**src/hdl/lcd_serial_busy_poll_framer_assert.svh**
```systemverilog
// assertion macros shared by the lcd serial framer modules
`ifndef LCD_SERIAL_BUSY_POLL_FRAMER_ASSERT_SVH
`define LCD_SERIAL_BUSY_POLL_FRAMER_ASSERT_SVH

// property checked on every clock edge outside reset
`define LCDSF_ASSERT(label, prop, msg) \
   label: assert property (@(posedge clock) disable iff (reset) prop) else $error(msg);

// property checked on every clock edge, reset included
`define LCDSF_ASSERT_ALWAYS(label, prop, msg) \
   label: assert property (@(posedge clock) prop) else $error(msg);

`endif

```
**src/hdl/lcdsf_pkg.sv**
```systemverilog
// types and constants of the lcd serial busy poll framer
package lcdsf_pkg;

   // request and reply codes
   localparam logic [1:0] CMD_WR_CMD  = 2'd0;
   localparam logic [1:0] CMD_WR_DATA = 2'd1;
   localparam logic [1:0] CMD_READ    = 2'd2;
   localparam logic [1:0] CMD_REPLY   = 2'd3;

   // result kinds
   localparam logic [1:0] KIND_TX      = 2'd0;
   localparam logic [1:0] KIND_READ    = 2'd1;
   localparam logic [1:0] KIND_TIMEOUT = 2'd2;

   // sync bytes
   localparam logic [7:0] SYNC_STATUS = 8'hFC;
   localparam logic [7:0] SYNC_CMD    = 8'hF8;
   localparam logic [7:0] SYNC_DATA   = 8'hFA;
   localparam logic [7:0] SYNC_READ   = 8'hFE;

   localparam int         BUSY_BIT    = 7;
   localparam int         LIMIT_W     = 20;
   localparam logic [LIMIT_W-1:0] LIMIT_RESET = 20'd100001;
   localparam logic [LIMIT_W-1:0] COUNT_MAX   = 20'hFFFFF;

   // most result words one input word can cause
   localparam int         MAX_RESULTS = 3;

   typedef struct packed {
      logic [1:0] cmd;
      logic [7:0] value;
      logic [7:0] reply_first;
      logic [7:0] reply_second;
   } req_type;

   typedef struct packed {
      logic [1:0] kind;
      logic [7:0] tx_byte;
      logic [7:0] read_value;
      logic       select_high;
      logic       last;
   } rsp_type;

   // group of result words handed from the core to the queue
   typedef struct packed {
      logic [1:0]                   count;
      rsp_type [MAX_RESULTS-1:0]    word;
   } push_type;

endpackage

```
**src/hdl/lcdsf_queue.sv**
```systemverilog
// result queue: takes up to three words per cycle, drains one per cycle while rsp_ready is high
`include "lcd_serial_busy_poll_framer_assert.svh"

module lcdsf_queue #(
   parameter int DEPTH = 4
) (
   input  logic                clock,
   input  logic                reset,
   input  lcdsf_pkg::push_type push,
   output logic                room,
   output logic                rsp_valid,
   input  logic                rsp_ready,
   output lcdsf_pkg::rsp_type  rsp_data
);

   localparam int PTR_W = (DEPTH > 1) ? $clog2(DEPTH) : 1;
   localparam int CNT_W = $clog2(DEPTH + 1);
   localparam int SUM_W = CNT_W + 2;

   lcdsf_pkg::rsp_type word_ff [DEPTH];
   logic [PTR_W-1:0]   rd_ptr_ff, rd_ptr_in;
   logic [PTR_W-1:0]   wr_ptr_ff, wr_ptr_in;
   logic [CNT_W-1:0]   count_ff, count_in;
   logic               pop;

   function automatic logic [PTR_W-1:0] wrap_add(input logic [PTR_W-1:0] p,
                                                 input logic [1:0] k);
      logic [PTR_W+1:0] s;
      s = {2'b00, p} + {{PTR_W{1'b0}}, k};
      if (s >= (PTR_W+2)'(DEPTH)) s = s - (PTR_W+2)'(DEPTH);
      return s[PTR_W-1:0];
   endfunction

   assign pop       = rsp_valid && rsp_ready;
   assign rsp_valid = (count_ff != '0);
   assign rsp_data  = word_ff[rd_ptr_ff];

   // space for a full group once this cycle's pop is counted
   assign room = ({2'b00, count_ff} <=
                  (SUM_W'(DEPTH - lcdsf_pkg::MAX_RESULTS) + SUM_W'(pop)));

   always_comb begin
      rd_ptr_in = pop ? wrap_add(rd_ptr_ff, 2'd1) : rd_ptr_ff;
      wr_ptr_in = wrap_add(wr_ptr_ff, push.count);
      count_in  = CNT_W'({2'b00, count_ff} + SUM_W'(push.count) - SUM_W'(pop));
   end

   always_ff @(posedge clock) begin
      if (reset) begin
         rd_ptr_ff <= '0;
         wr_ptr_ff <= '0;
         count_ff  <= '0;
      end else begin
         rd_ptr_ff <= rd_ptr_in;
         wr_ptr_ff <= wr_ptr_in;
         count_ff  <= count_in;
      end
   end

   always_ff @(posedge clock) begin
      for (int e = 0; e < DEPTH; e++) begin
         for (int k = 0; k < lcdsf_pkg::MAX_RESULTS; k++) begin
            if ((2'(k) < push.count) && (wrap_add(wr_ptr_ff, 2'(k)) == PTR_W'(e))) begin
               word_ff[e] <= push.word[k];
            end
         end
      end
   end

   `LCDSF_ASSERT(a_no_overflow, (push.count != 2'd0) |-> ({2'b00, count_ff} + SUM_W'(push.count) - SUM_W'(pop) <= SUM_W'(DEPTH)), "result queue overflow")
   `LCDSF_ASSERT_ALWAYS(a_empty_after_reset, $past(reset) |-> (count_ff == '0), "queue not empty after reset")

endmodule

```
**src/hdl/lcdsf_core.sv**
```systemverilog
// framer core: busy poll phase state and result words for one input word
`include "lcd_serial_busy_poll_framer_assert.svh"

module lcdsf_core (
   input  logic                         clock,
   input  logic                         reset,
   input  logic                         take,
   input  lcdsf_pkg::req_type           item,
   input  logic [lcdsf_pkg::LIMIT_W-1:0] poll_limit,
   output lcdsf_pkg::push_type          push
);

   typedef enum logic [1:0] {PH_IDLE, PH_STATUS, PH_READ} phase_type;

   phase_type                     phase_ff, phase_in;
   logic [1:0]                    op_ff, op_in;
   logic [7:0]                    byte_ff, byte_in;
   logic [lcdsf_pkg::LIMIT_W-1:0] count_ff, count_in, count_inc;
   logic [7:0]                    joined;
   logic                          sel;
   logic                          is_idle;

   function automatic lcdsf_pkg::rsp_type mk(input logic [1:0] kind,
                                            input logic [7:0] tx,
                                            input logic [7:0] rd,
                                            input logic       s);
      lcdsf_pkg::rsp_type r;
      r.kind        = kind;
      r.tx_byte     = tx;
      r.read_value  = rd;
      r.select_high = s;
      r.last        = 1'b0;
      return r;
   endfunction

   assign joined    = {item.reply_first[7:4], item.reply_second[3:0]};
   assign sel       = (op_ff != lcdsf_pkg::CMD_READ);
   assign is_idle   = (phase_ff != PH_STATUS) && (phase_ff != PH_READ);
   assign count_inc = (count_ff < lcdsf_pkg::COUNT_MAX) ? count_ff + 1'b1 : count_ff;

   always_comb begin
      phase_in = phase_ff;
      op_in    = op_ff;
      byte_in  = byte_ff;
      count_in = count_ff;
      push     = '0;
      if (take) begin
         if (item.cmd != lcdsf_pkg::CMD_REPLY) begin
            if (is_idle) begin
               op_in         = item.cmd;
               byte_in       = item.value;
               count_in      = '0;
               phase_in      = PH_STATUS;
               push.word[0]  = mk(lcdsf_pkg::KIND_TX, lcdsf_pkg::SYNC_STATUS, 8'h00,
                                  item.cmd != lcdsf_pkg::CMD_READ);
               push.count    = 2'd1;
            end
         end else begin
            case (phase_ff)
               PH_STATUS: begin
                  if (joined[lcdsf_pkg::BUSY_BIT]) begin
                     count_in     = count_inc;
                     push.word[0] = mk(lcdsf_pkg::KIND_TX, lcdsf_pkg::SYNC_STATUS, 8'h00, sel);
                     push.count   = 2'd1;
                     if (count_inc >= poll_limit) begin
                        push.word[1] = mk(lcdsf_pkg::KIND_TIMEOUT, 8'h00, 8'h00, sel);
                        push.count   = 2'd2;
                        phase_in     = PH_IDLE;
                     end
                  end else if (op_ff == lcdsf_pkg::CMD_READ) begin
                     push.word[0] = mk(lcdsf_pkg::KIND_TX, lcdsf_pkg::SYNC_READ, 8'h00, sel);
                     push.count   = 2'd1;
                     phase_in     = PH_READ;
                  end else begin
                     push.word[0] = mk(lcdsf_pkg::KIND_TX,
                                       (op_ff == lcdsf_pkg::CMD_WR_DATA) ?
                                       lcdsf_pkg::SYNC_DATA : lcdsf_pkg::SYNC_CMD,
                                       8'h00, sel);
                     push.word[1] = mk(lcdsf_pkg::KIND_TX, {byte_ff[7:4], 4'h0}, 8'h00, sel);
                     push.word[2] = mk(lcdsf_pkg::KIND_TX, {byte_ff[3:0], 4'h0}, 8'h00, sel);
                     push.count   = 2'd3;
                     phase_in     = PH_IDLE;
                  end
               end
               PH_READ: begin
                  push.word[0] = mk(lcdsf_pkg::KIND_READ, 8'h00, joined, sel);
                  push.count   = 2'd1;
                  phase_in     = PH_IDLE;
               end
               default: ;
            endcase
         end
      end
      // mark the final word of the group
      case (push.count)
         2'd1:    push.word[0].last = 1'b1;
         2'd2:    push.word[1].last = 1'b1;
         2'd3:    push.word[2].last = 1'b1;
         default: ;
      endcase
   end

   always_ff @(posedge clock) begin
      if (reset) begin
         phase_ff <= PH_IDLE;
         op_ff    <= '0;
         byte_ff  <= '0;
         count_ff <= '0;
      end else begin
         phase_ff <= phase_in;
         op_ff    <= op_in;
         byte_ff  <= byte_in;
         count_ff <= count_in;
      end
   end

   `LCDSF_ASSERT(a_busy_req_silent, (take && (item.cmd != lcdsf_pkg::CMD_REPLY) && !is_idle) |-> (push.count == 2'd0), "request during busy poll produced output")
   `LCDSF_ASSERT(a_idle_after_group, (push.count == 2'd3) |=> (phase_ff == PH_IDLE), "write frame did not return to idle")

endmodule

```
**src/hdl/lcd_serial_busy_poll_framer.sv**
```systemverilog
// top level of the lcd serial busy poll framer
//
//  channel | ports                      | word     | direction
//  --------+----------------------------+----------+----------
//  request | req_valid req_ready req_data | req_type | in
//  result  | rsp_valid rsp_ready rsp_data | rsp_type | out
//  config  | csr_we csr_wdata           | poll_limit | in
//
// one request word is taken per cycle while each word yields at most one result and rsp_ready
// stays high; a word that yields n results (up to three) pushes them into the queue as one group
// a request passes the input register, then the queue, before its first result appears
// the result queue of QUEUE_DEPTH words sets how far requests run ahead of a stalled output
// reset clears phase, pending request, poll count and queue; poll_limit returns to 100001
// a stall on rsp_ready fills the queue, then the input register, then drops req_ready
`include "lcd_serial_busy_poll_framer_assert.svh"

module lcd_serial_busy_poll_framer #(
   parameter int QUEUE_DEPTH = 4
) (
   input  logic                          clock,
   input  logic                          reset,
   input  logic                          req_valid,
   output logic                          req_ready,
   input  lcdsf_pkg::req_type            req_data,
   output logic                          rsp_valid,
   input  logic                          rsp_ready,
   output lcdsf_pkg::rsp_type            rsp_data,
   input  logic                          csr_we,
   input  logic [lcdsf_pkg::LIMIT_W-1:0] csr_wdata
);

   // input register
   logic               in_vld_ff, in_vld_in;
   lcdsf_pkg::req_type in_ff;

   // busy poll limit register
   logic [lcdsf_pkg::LIMIT_W-1:0] limit_ff;

   logic                room;
   logic                core_take;
   lcdsf_pkg::push_type push;

   // the core consumes the held word only when the queue can take a full group
   assign core_take = in_vld_ff && room;
   assign req_ready = !in_vld_ff || core_take;
   assign in_vld_in = (req_valid && req_ready) || (in_vld_ff && !core_take);

   always_ff @(posedge clock) begin
      if (reset) begin
         in_vld_ff <= 1'b0;
         limit_ff  <= lcdsf_pkg::LIMIT_RESET;
      end else begin
         in_vld_ff <= in_vld_in;
         if (csr_we) limit_ff <= csr_wdata;
      end
   end

   // payload needs no reset
   always_ff @(posedge clock) begin
      if (req_valid && req_ready) in_ff <= req_data;
   end

   lcdsf_core u_core (
      .clock      (clock),
      .reset      (reset),
      .take       (core_take),
      .item       (in_ff),
      .poll_limit (limit_ff),
      .push       (push)
   );

   lcdsf_queue #(
      .DEPTH (QUEUE_DEPTH)
   ) u_queue (
      .clock     (clock),
      .reset     (reset),
      .push      (push),
      .room      (room),
      .rsp_valid (rsp_valid),
      .rsp_ready (rsp_ready),
      .rsp_data  (rsp_data)
   );

   `LCDSF_ASSERT(a_accept_loads, (req_valid && req_ready) |=> in_vld_ff, "accepted word not held")
   `LCDSF_ASSERT(a_push_needs_take, (push.count != 2'd0) |-> core_take, "results without a consumed word")

endmodule

```
**config.mk**
```make
export PLATFORM = sky130hd
export DESIGN_NAME = lcd_serial_busy_poll_framer
export DESIGN_NICKNAME = d
export VERILOG_FILES = /design/src/hdl/lcdsf_pkg.sv /design/src/hdl/lcdsf_queue.sv /design/src/hdl/lcdsf_core.sv /design/src/hdl/lcd_serial_busy_poll_framer.sv
export VERILOG_INCLUDE_DIRS = /design/src /design/src/hdl
export SDC_FILE = /design/constraint.sdc
export NUM_CORES = 1
export LEC_CHECK = 0
export BUFFER_PORTS_ARGS = -buffer_cell sky130_fd_sc_hd__clkbuf_2
export CAP_MARGIN = 0
export CORE_ASPECT_RATIO = 0.6
export CORE_UTILIZATION = 35
export CTS_BUF_LIST = sky130_fd_sc_hd__clkbuf_4
export DETAILED_ROUTE_END_ITERATION = 10
export GPL_TIMING_DRIVEN = 0
export PLACE_DENSITY = 0.52
export SYNTH_ARGS = -nofsm -noshare
export SYNTH_HDL_FRONTEND = slang
export SYNTH_SLANG_ARGS = --single-unit
```
**constraint.sdc**
```tcl
create_clock -name clock -period 5.55 [get_ports clock]
set_clock_uncertainty 0.05 [all_clocks]
set_input_delay 0.555 -clock clock [delete_from_list [all_inputs] [get_ports clock]]
set_output_delay 0.555 -clock clock [all_outputs]
set_load 0.01 [all_outputs]
```
==> run_results.csv, run 1 <==
group,metric,value,unit
logic_synthesis,yosysSeqAreaShare,50.23,%
cells_and_area,layout_commonest_cell,"edfxtp_1",
cells_and_area,final_core_util,40.33,%
cells_and_area,area_delta_synth_final,13.12,%
route,drc,0,
sta,setup_violations,0,
floorplanning,dieArea,0.02305,sq mm
worst_setup_path,crit_slowest_cell,"nor2_1",
clock_tree,cts_max_level,4,
worst_setup_path,start_kind,"register",
logic_synthesis,synth.distinct_cells,68,
power_and_ir_drop,peakVddDrop,0.1578,mV
worst_setup_path,cp-end-kind,"register",
cells_and_area,final_cells,1096,
sta,fin_crit_sh,94.39,%
sta,max_freq,190.9,MHz
logic_synthesis,avgSynthCellArea,11.04,sq um
worst_hold_path,hold_path_startpoint,"req_data[1]",
clock_tree,clk_pin_slew,0.13,ns
clock_tree,cts_num_sinks,156,
floorplanning,chipWidth,195.4,um
worst_setup_path,path_cells,"and4_1, nand4_1, nor2_1, nand4_1, xnor2_1, ha_1, nand4_1, nor4_2, nor4b_4, a211oi_4, a21oi_4, inv_2, buf_6, ha_1, fa_1, xnor2_1, xnor2_1, nor2_1",
grt,grt_max_degree,17,
clock_tree,clk_latency,0.57,ns
power_and_ir_drop,powerDensity,328.1,mW/mm^2
logic_synthesis,synth_top_area_share,31.36,%
cells_and_area,multi_input_area,0.003616,sq mm
power_and_ir_drop,p_total,2.914,mW
clock_tree,clock_path_buffers,2,
worst_setup_path,path_max_fanout,10,
sta,fin_crit,5.239,ns
logic_synthesis,synth_edf_count,82,
clock_tree,cts_tree,"done",
worst_setup_path,path_class,"register to register",
worst_setup_path,worstPathArrival,5.63,ns
cells_and_area,fin_area,0.008881,sq mm
status,status,"completed",
worst_setup_path,cp.required,5.95,ns
route,wire_per_inst,19.73,um
worst_hold_path,hold_path.class,"primary input to register",
sta,worstMarginPinSlew,1.193,ns
route,drt-pass1-iter-count,7,
grt,grt_pass1_wl,33550,um
clock_tree,holdBufCountCts,0,
place,gp_congestion,0.8878,
sta,whs,0.09808,ns
logic_synthesis,synth-seq-cells,156,
grt,grt_util_all_layers,19.44,%
floorplanning,die_height,118.0,um
place,place_worst_setup_slack,-0.1714,ns
sta,hold_viol_final,0,
logic_synthesis,yosysWarnings,0,
cells_and_area,layout_common_cells,"82 x edfxtp_1, 73 x dfxtp_1, 62 x nand2_1",
route,vias,6121,
place,placed_cell_area,0.008613,sq mm
grt,overflow,0,
logic_synthesis,synthFlopType,"edfxtp_1",
worst_setup_path,cpPeakStageDelay,0.49,ns
cells_and_area,drive_gt1_share,19.41,%
clock_tree,cts_buffers,17,
sta,final.setup.tns,0,ns
floorplanning,row_count,42,
sta,fin_ws,0.3114,ns
route,drtIter0Drc,442,
place,hpwl,16120,um
logic_synthesis,yosys-top-cells-area,"edfxtp_1 31%, dfxtp_1 19%, mux4_2 5.5%",
run,cap_violations,0,
logic_synthesis,synthArstFlopShare,0,%
sta,final_max_slew_viol_count,0,
grt,grt_antenna_before_repair,1,
sta,max_slew_margin,19.89,%
worst_setup_path,r2r_start,"u_core.count_ff[3]$_SDFFE_PP0P_",
logic_synthesis,synth_area_leader_cell,"edfxtp_1",
cells_and_area,nNetsFinal,879,
route,wirelength,21620,um
route,ant_nets,0,
power_and_ir_drop,power_leakage,3.250,nW
logic_synthesis,netlist_instances,711,
worst_setup_path,startpoint,"u_core.count_ff[3]$_SDFFE_PP0P_",
floorplanning,initial_core_util,35.66,%
cells_and_area,fillCellCount,2131,
cells_and_area,ff_latch_area,0.003945,sq mm
route,routed_via_density,5.585,
clock_tree,cts_root_buffer,"clkbuf_4",
place,io_buffers,61,
floorplanning,core_area,0.02202,sq mm
grt,grt_pass1_vias,5836,
logic_synthesis,syn_nets,794,
place,placedCellCount,1062,
floorplanning,num_io_pins,73,
logic_synthesis,syn_area,0.007851,sq mm
## routing by layer
layer	up-vias	GRT usage, %	wire (um)
met5	-	0	0
met2	256	25.49	8300
met1	3002	31.20	11560
li1	2847	-	-
met3	16	4.670	1552
met4	0	4.478	205
## sequential cells by signal, summed over array words and instances (netlist names), named ones only
| name | count |
|---|---|
| u_queue.word_ff | 76 |
| limit_ff | 20 |
| u_core.count_ff | 20 |
| in_ff | 18 |
| u_core.byte_ff | 8 |
| u_queue.count_ff | 3 |
| u_core.op_ff | 2 |
| u_core.phase_ff | 2 |
| u_queue.rd_ptr_ff | 2 |
| u_queue.wr_ptr_ff | 2 |
| in_vld_ff | 1 |
## layout make-up
class | instances | area share (%)
diodes | 1 | 0.02818
plain buffers | 36 | 1.761
clock buffers | 21 | 1.775
clock inverters | 11 | 0.8876
inverters | 41 | 1.733
multi-input cells | 476 | 40.72
flip-flops and latches | 156 | 44.42
well taps | 286 | 4.029
repair buffers | 68 | 4.649
## worst paths after layout
| path | to | slack, ns | depth (start not counted) |
|---|---|---|---|
| worst max-delay path | u_queue.count_ff[2]$_SDFF_PP0_ | 0.31 | 18 |
| worst max register to register | u_queue.count_ff[2]$_SDFF_PP0_ | 0.31 | 18 |
| worst min-delay path | in_ff[1]$_DFFE_PP_ | 0.1 | 1 |
| worst min register to register | u_queue.word_ff[2][13]$_SDFFE_PP0P_ | 0.45 | 1 |
## synth_stat cells, types with 6 or more instances
cell / number
nand3_1: 9
inv_1: 40
a31oi_1: 10
and2_1: 15
nor3_1: 11
o211ai_1: 8
dfxtp_1: 74
a32o_1: 8
nand2_1: 62
nand4_1: 8
clkbuf_1: 29
mux2i_1: 15
edfxtp_1: 82
o21ai_0: 30
a21oi_1: 37
a21o_1: 8
a211oi_1: 6
o31ai_1: 14
ha_1: 31
xnor2_1: 19
and3_1: 9
nor2_1: 54
a221o_1: 12
nor3b_1: 14
mux4_2: 19
## critical path: cells and delay by family, from the launching register on
kind | cells | cell delay [ns]
buf+inv | 2 | 0.31
xor+xnor | 3 | 0.51
fa+ha+maj | 3 | 1.04
compound gates | 2 | 0.47
simple gates | 8 | 2.31
flops | 1 | 0.43
## where the power goes
group          internal [mW]  switching, mW  total, mW
combinational          0.348          0.540      0.888
clock                  0.233          0.397      0.629
sequential              1.34         0.0561       1.40
total                   1.92          0.993       2.91
## kinds of logic (layout without fill, tap and decap cells)
group	after synthesis	count (layout)	share of synthesized area [%]
and+or+nand+nor	206	206	13.16
muxes	36	36	7.649
AOI/OAI and AO/OA	178	178	17.10
xor gates and xnor gates	23	23	2.566
adders and majority gates	32	32	5.195
buffers and inverters	79	177	4.047
DFF	156	156	50.23
other	1	2	0.04776
## what timing repair did
item / CTS / global route
resized for setup: 1 / 4
setup buffers: 0 / 3
gates cloned: 0 / 0
pin swaps: 1 / 1
endpoints found under the setup margin: 49 / 75
Note: power is estimated with default switching activity, not from simulation.
==> run 2: changes to the inputs <==
- CELL_PAD_IN_SITES_DETAIL_PLACEMENT: default -> 0
- CELL_PAD_IN_SITES_GLOBAL_PLACEMENT: default -> 1
- PLACE_DENSITY: 0.52 -> 0.62
==> run_results.csv, run 2 (synthesis results as in run 1) <==
group,metric,value,unit
status,status,"completed",
sta,fin_crit,5.277,ns
power_and_ir_drop,powerDensity,332.0,mW/mm^2
sta,grt_setup_unrepaired,"false",
worst_setup_path,crit_top_cell,"a211o_1",
worst_setup_path,cp.buffers_inverters,5,
floorplanning,initial_core_util,35.66,%
clock_tree,cts_max_level,4,
cells_and_area,area_delta_synth_final,13.94,%
clock_tree,cts_buffers,17,
route,drt-pass1-iter-count,5,
grt,overflow,0,
clock_tree,clk_latency,0.61,ns
place,gp_congestion,0.8816,
clock_tree,clk_pin_slew,0.17,ns
worst_setup_path,cp.required,5.81,ns
cells_and_area,nNetsFinal,881,
worst_setup_path,crit_slowest_cell,"a21oi_2",
floorplanning,num_io_pins,73,
worst_setup_path,worstPathArrival,5.54,ns
clock_tree,clock_path_buffers,2,
worst_setup_path,path_class,"register to register",
run,cap_violations,0,
cells_and_area,multi_input_area,0.003632,sq mm
floorplanning,row_count,42,
sta,max_freq,189.5,MHz
worst_setup_path,path_cells,"and4_1, nand4_1, buf_4, or3_1, clkbuf_1, xnor2_1, ha_1, nand2b_1, a21o_1, a211o_1, a211o_1, o21a_1, inv_1, buf_2, a21oi_1, a21oi_2, buf_16",
place,placed_cell_area,0.008613,sq mm
cells_and_area,final_cells,1097,
place,hpwl,16710,um
sta,fin_crit_sh,95.07,%
route,wirelength,22070,um
floorplanning,chipWidth,195.4,um
power_and_ir_drop,power_leakage,3.276,nW
floorplanning,die_height,118.0,um
route,drtIter0Drc,615,
worst_setup_path,cp-end-kind,"register",
clock_tree,cts_tree,"done",
place,placedCellCount,1062,
sta,hold_viol_final,0,
sta,final_max_slew_viol_count,0,
route,drc,0,
route,wire_per_inst,20.12,um
route,vias,6070,
power_and_ir_drop,peakVddDrop,0.1485,mV
cells_and_area,regMostFlops,"u_queue.word_ff",
place,io_buffers,61,
grt,grt_pass1_wl,34370,um
worst_setup_path,cpPeakStageDelay,0.57,ns
sta,worstMarginPinSlew,1.186,ns
grt,grt_util_all_layers,19.96,%
worst_setup_path,path_max_fanout,12,
worst_setup_path,start_kind,"register",
sta,whs,0.07726,ns
floorplanning,core_area,0.02202,sq mm
grt,grt_max_degree,17,
sta,final.setup.tns,0,ns
cells_and_area,ff_latch_area,0.003948,sq mm
worst_hold_path,hold_path.class,"primary input to register",
clock_tree,cts_root_buffer,"clkbuf_4",
cells_and_area,antennaDiodeCount,0,
cells_and_area,layout_common_cells,"82 x edfxtp_1, 71 x dfxtp_1, 62 x nand2_1",
route,routed_via_density,5.533,
cells_and_area,drive_gt1_share,20.47,%
grt,grt_antenna_before_repair,0,
clock_tree,cts_num_sinks,156,
cells_and_area,fin_area,0.008946,sq mm
worst_setup_path,crit_family,"compound AO/OA/AOI/OAI gates",
sta,max_slew_margin,20.31,%
floorplanning,dieArea,0.02305,sq mm
grt,grt_pass1_vias,5933,
cells_and_area,layout_commonest_cell,"edfxtp_1",
sta,setup_violations,0,
cells_and_area,reg_top3,"u_queue.word_ff (76), limit_ff (20), u_core.count_ff (20)",
power_and_ir_drop,p_total,2.970,mW
cells_and_area,fillCellCount,2123,
route,ant_nets,0,
cells_and_area,largest_reg_flops,76,
## run 2: cell types whose count changed in the layout (fill, tap and decap cells not counted), moves of 2 or more
cell      delta
clkinv_2     -3
inv_6        +5
clkinv_1     -3
clkinv_4     +4
clkbuf_4     -4
dfxtp_2      +2
buf_4        +3
dfxtp_1      -2
## run 2: what timing repair did
| action | CTS | global route |
|---|---|---|
| setup buffers | 0 | 6 |
| pin swaps | 0 | 6 |
| resized for setup | 6 | 4 |
| hold buffers | 0 | 0 |
| setup endpoints to repair | 66 | 51 |
## run 2: final cells by class
class	count	area share [%]
sequential	156	44.13
multi-input combinational	476	40.60
timing repair buffer	71	4.867
tap	286	4.000
inverter	41	1.720
buffer	35	1.706
clock inverter	15	1.552
clock buffer	17	1.427
## run 2: metal layers
layer  part of all wire, %  up-vias  GRT usage, %
met1                    54     2972         32.37
met5                     0        -             0
li1                      -     2852             -
met4                   1.1        0         4.970
met3                   7.4       25         5.358
met2                    37      221         25.13
## run 2: worst paths after layout
kind | from | endpoint | slack, ns | cells past startpoint
worst max-delay path | u_core.count_ff[10]$_SDFFE_PP0P_ | u_queue.word_ff[1][19]$_SDFFCE_PP0P_ | 0.27 | 17
worst min-delay path | req_data[2] | in_ff[2]$_DFFE_PP_ | 0.08 | 1
worst max register to register | u_core.count_ff[10]$_SDFFE_PP0P_ | u_queue.word_ff[1][19]$_SDFFCE_PP0P_ | 0.27 | 17
worst min register to register | u_queue.word_ff[2][11]$_SDFFE_PP0P_ | u_queue.word_ff[2][11]$_SDFFE_PP0P_ | 0.45 | 1
## run 2: stage by stage
stage | util [%] | setup slack, ns
finish | 40.63 | 0.2735
global route | 40.63 | 0.02443
CTS | 40.43 | 0.002886
detailed placement | 39.12 | -0.2943
global placement | 38.67 | -1.398
floorplan | - | 0.6507
## run 2: power by group
part / leakage, nW / internal, mW / switching [mW]
clock network: 0.143 / 0.229 / 0.458
logic: 1.79 / 0.346 / 0.547
registers: 1.34 / 1.34 / 0.0505
total: 3.28 / 1.91 / 1.06
==> run 3: changes to the inputs <==
- CORE_ASPECT_RATIO: 0.6 -> 0.7
- CORE_MARGIN: default -> 4
==> run_results.csv, run 3 (synthesis results as in run 1) <==
group,metric,value,unit
clock_tree,cts_tree,"done",
sta,hold_viol_final,0,
floorplanning,initial_core_util,35.94,%
route,routed_via_density,5.431,
power_and_ir_drop,peakVddDrop,0.1520,mV
sta,max_freq,184.8,MHz
cells_and_area,area_delta_synth_final,13.05,%
grt,grt_util_all_layers,17.15,%
sta,grt_setup_unrepaired,"true",
worst_setup_path,crit_slowest_cell,"fa_1",
worst_setup_path,cp.depth,20,
power_and_ir_drop,powerDensity,333.7,mW/mm^2
worst_setup_path,start_kind,"register",
worst_setup_path,cpPeakStageDelay,0.43,ns
power_and_ir_drop,p_total,2.962,mW
place,place_worst_setup_slack,-0.1616,ns
floorplanning,row_count,45,
floorplanning,chipWidth,187.0,um
sta,final.setup.tns,0,ns
clock_tree,clock_path_buffers,2,
route,drt-pass1-iter-count,5,
clock_tree,clk_latency,0.59,ns
worst_setup_path,crit_family,"simple AND/OR/NAND/NOR gates",
cells_and_area,layout_commonest_cell,"edfxtp_1",
grt,grt_antenna_before_repair,1,
clock_tree,cts_max_level,4,
cells_and_area,largest_reg_flops,76,
grt,grt_pass1_wl,33350,um
worst_setup_path,worstPathArrival,5.83,ns
cells_and_area,regMostFlops,"u_queue.word_ff",
sta,fin_crit_sh,97.50,%
floorplanning,num_io_pins,73,
sta,final_max_slew_viol_count,0,
cells_and_area,reg_top3,"u_queue.word_ff (76), limit_ff (20), u_core.count_ff (20)",
worst_setup_path,cp.buffers_inverters,3,
worst_setup_path,path_max_fanout,10,
worst_setup_path,cp-end-kind,"register",
cells_and_area,layout_common_cells,"82 x edfxtp_1, 74 x dfxtp_1, 62 x nand2_1",
worst_setup_path,cp.required,5.97,ns
grt,grt_pass1_vias,5786,
cells_and_area,drive_gt1_share,18.94,%
worst_setup_path,path_cells,"clkbuf_1, and4_1, and4_1, o2111a_1, and2_1, nand3_1, xnor2_1, ha_1, nand4_1, nor4_2, nor4b_4, a211oi_4, a21oi_4, inv_2, buf_6, ha_1, fa_1, xnor2_1, xnor2_1, nor2_1",
grt,grt_max_degree,17,
worst_setup_path,crit_top_cell,"xnor2_1",
sta,setup_violations,0,
worst_setup_path,reg2reg_depth,20,
place,placedCellCount,1058,
floorplanning,dieArea,0.02493,sq mm
floorplanning,die_height,133.3,um
route,wire_per_inst,19.27,um
route,vias,5925,
route,drtIter0Drc,493,
clock_tree,cts_root_buffer,"clkbuf_4",
cells_and_area,nNetsFinal,878,
route,drc,0,
floorplanning,core_area,0.02185,sq mm
route,wirelength,21020,um
place,gp_congestion,0.8579,
clock_tree,cts_num_sinks,156,
sta,fin_ws,0.1388,ns
place,hpwl,15510,um
worst_hold_path,holdPathStages,1,
power_and_ir_drop,power_leakage,3.223,nW
sta,max_slew_margin,36.79,%
worst_setup_path,path_class,"register to register",
clock_tree,clk_pin_slew,0.13,ns
grt,overflow,0,
run,cap_violations,0,
place,io_buffers,61,
sta,worstMarginPinSlew,0.9438,ns
status,status,"completed",
clock_tree,cts_buffers,17,
route,ant_nets,0,
cells_and_area,final_cells,1091,
worst_hold_path,hold_path.class,"primary input to register",
sta,fin_crit,5.411,ns
-- run 3: cell count changes in the layout (fill, tap and decap cells not counted), moves of 2 or more --
cell / delta
buf_4: -6
clkbuf_1: +3
dfxtp_1: +3
clkinv_2: -3
buf_16: -2
inv_6: -2
buf_8: +2
clkinvlp_4: +3
clkinv_1: +3
clkinv_4: -3
dfxtp_2: -3
-- run 3: worst register-to-register path, cell delays in order (launching register included) --
cell and delay [ns]:
dfxtp_1 0.33, clkbuf_1 0.27, and4_1 0.34, and4_1 0.26
o2111a_1 0.38, and2_1 0.21, nand3_1 0.13, xnor2_1 0.17
ha_1 0.32, nand4_1 0.18, nor4_2 0.39, nor4b_4 0.34
a211oi_4 0.20, a21oi_4 0.32, inv_2 0.12, buf_6 0.17
ha_1 0.32, fa_1 0.43, xnor2_1 0.18, xnor2_1 0.14
nor2_1 0.05
-- run 3: stage by stage --
stage	util (%)	hold slack [ns]	area, sq um
after floorplan	-	0.3988	7851
after global placement	38.95	0.4160	8509
after detailed placement	39.29	0.4299	8583
after CTS	40.59	0.04870	8867
after global routing	40.63	0.04296	8876
final	40.63	0.08898	8876
-- run 3: report_power, final --
group	internal (mW)	switching, mW
Clock	0.271	0.425
Combinational	0.336	0.540
Sequential	1.34	0.0507
Total	1.95	1.02
-- run 3: path summary, 6_finish.rpt --
check / from / to / slack [ns]
max: u_core.count_ff[2]$_SDFFE_PP0P_ / u_queue.count_ff[2]$_SDFF_PP0_ / 0.14
min reg2reg: limit_ff[15]$_SDFFE_PP1P_ / limit_ff[15]$_SDFFE_PP1P_ / 0.45
max reg2reg: u_core.count_ff[2]$_SDFFE_PP0P_ / u_queue.count_ff[2]$_SDFF_PP0_ / 0.14
min: req_data[14] / in_ff[14]$_DFFE_PP_ / 0.09
-- run 3: cell type report --
type	instances	area (sq um)
fillers	2098	12970
clock inverters	14	143.9
inverters	41	153.9
repair buffers	65	365.4
flip-flops and latches	156	3944
plain buffers	38	163.9
well taps	282	352.8
clock buffers	18	135.1
diodes	1	2.502
multi-input cells	476	3615
-- run 3: repair_timing --
item / CTS / global route
buffers inserted: 0 / 0
setup endpoints to repair: 30 / 69
hold buffers: 0 / 0
pin swaps: 0 / 1
cloned: 0 / 0
gates resized for setup: 2 / 2
-- run 3: layer usage --
layer	GRT usage (%)	vias up	wire, um
met1	26.50	2869	10910
met5	0	-	0
met4	4.680	0	272
met2	24.06	193	8651
met3	3.745	23	1180
li1	-	2840	-
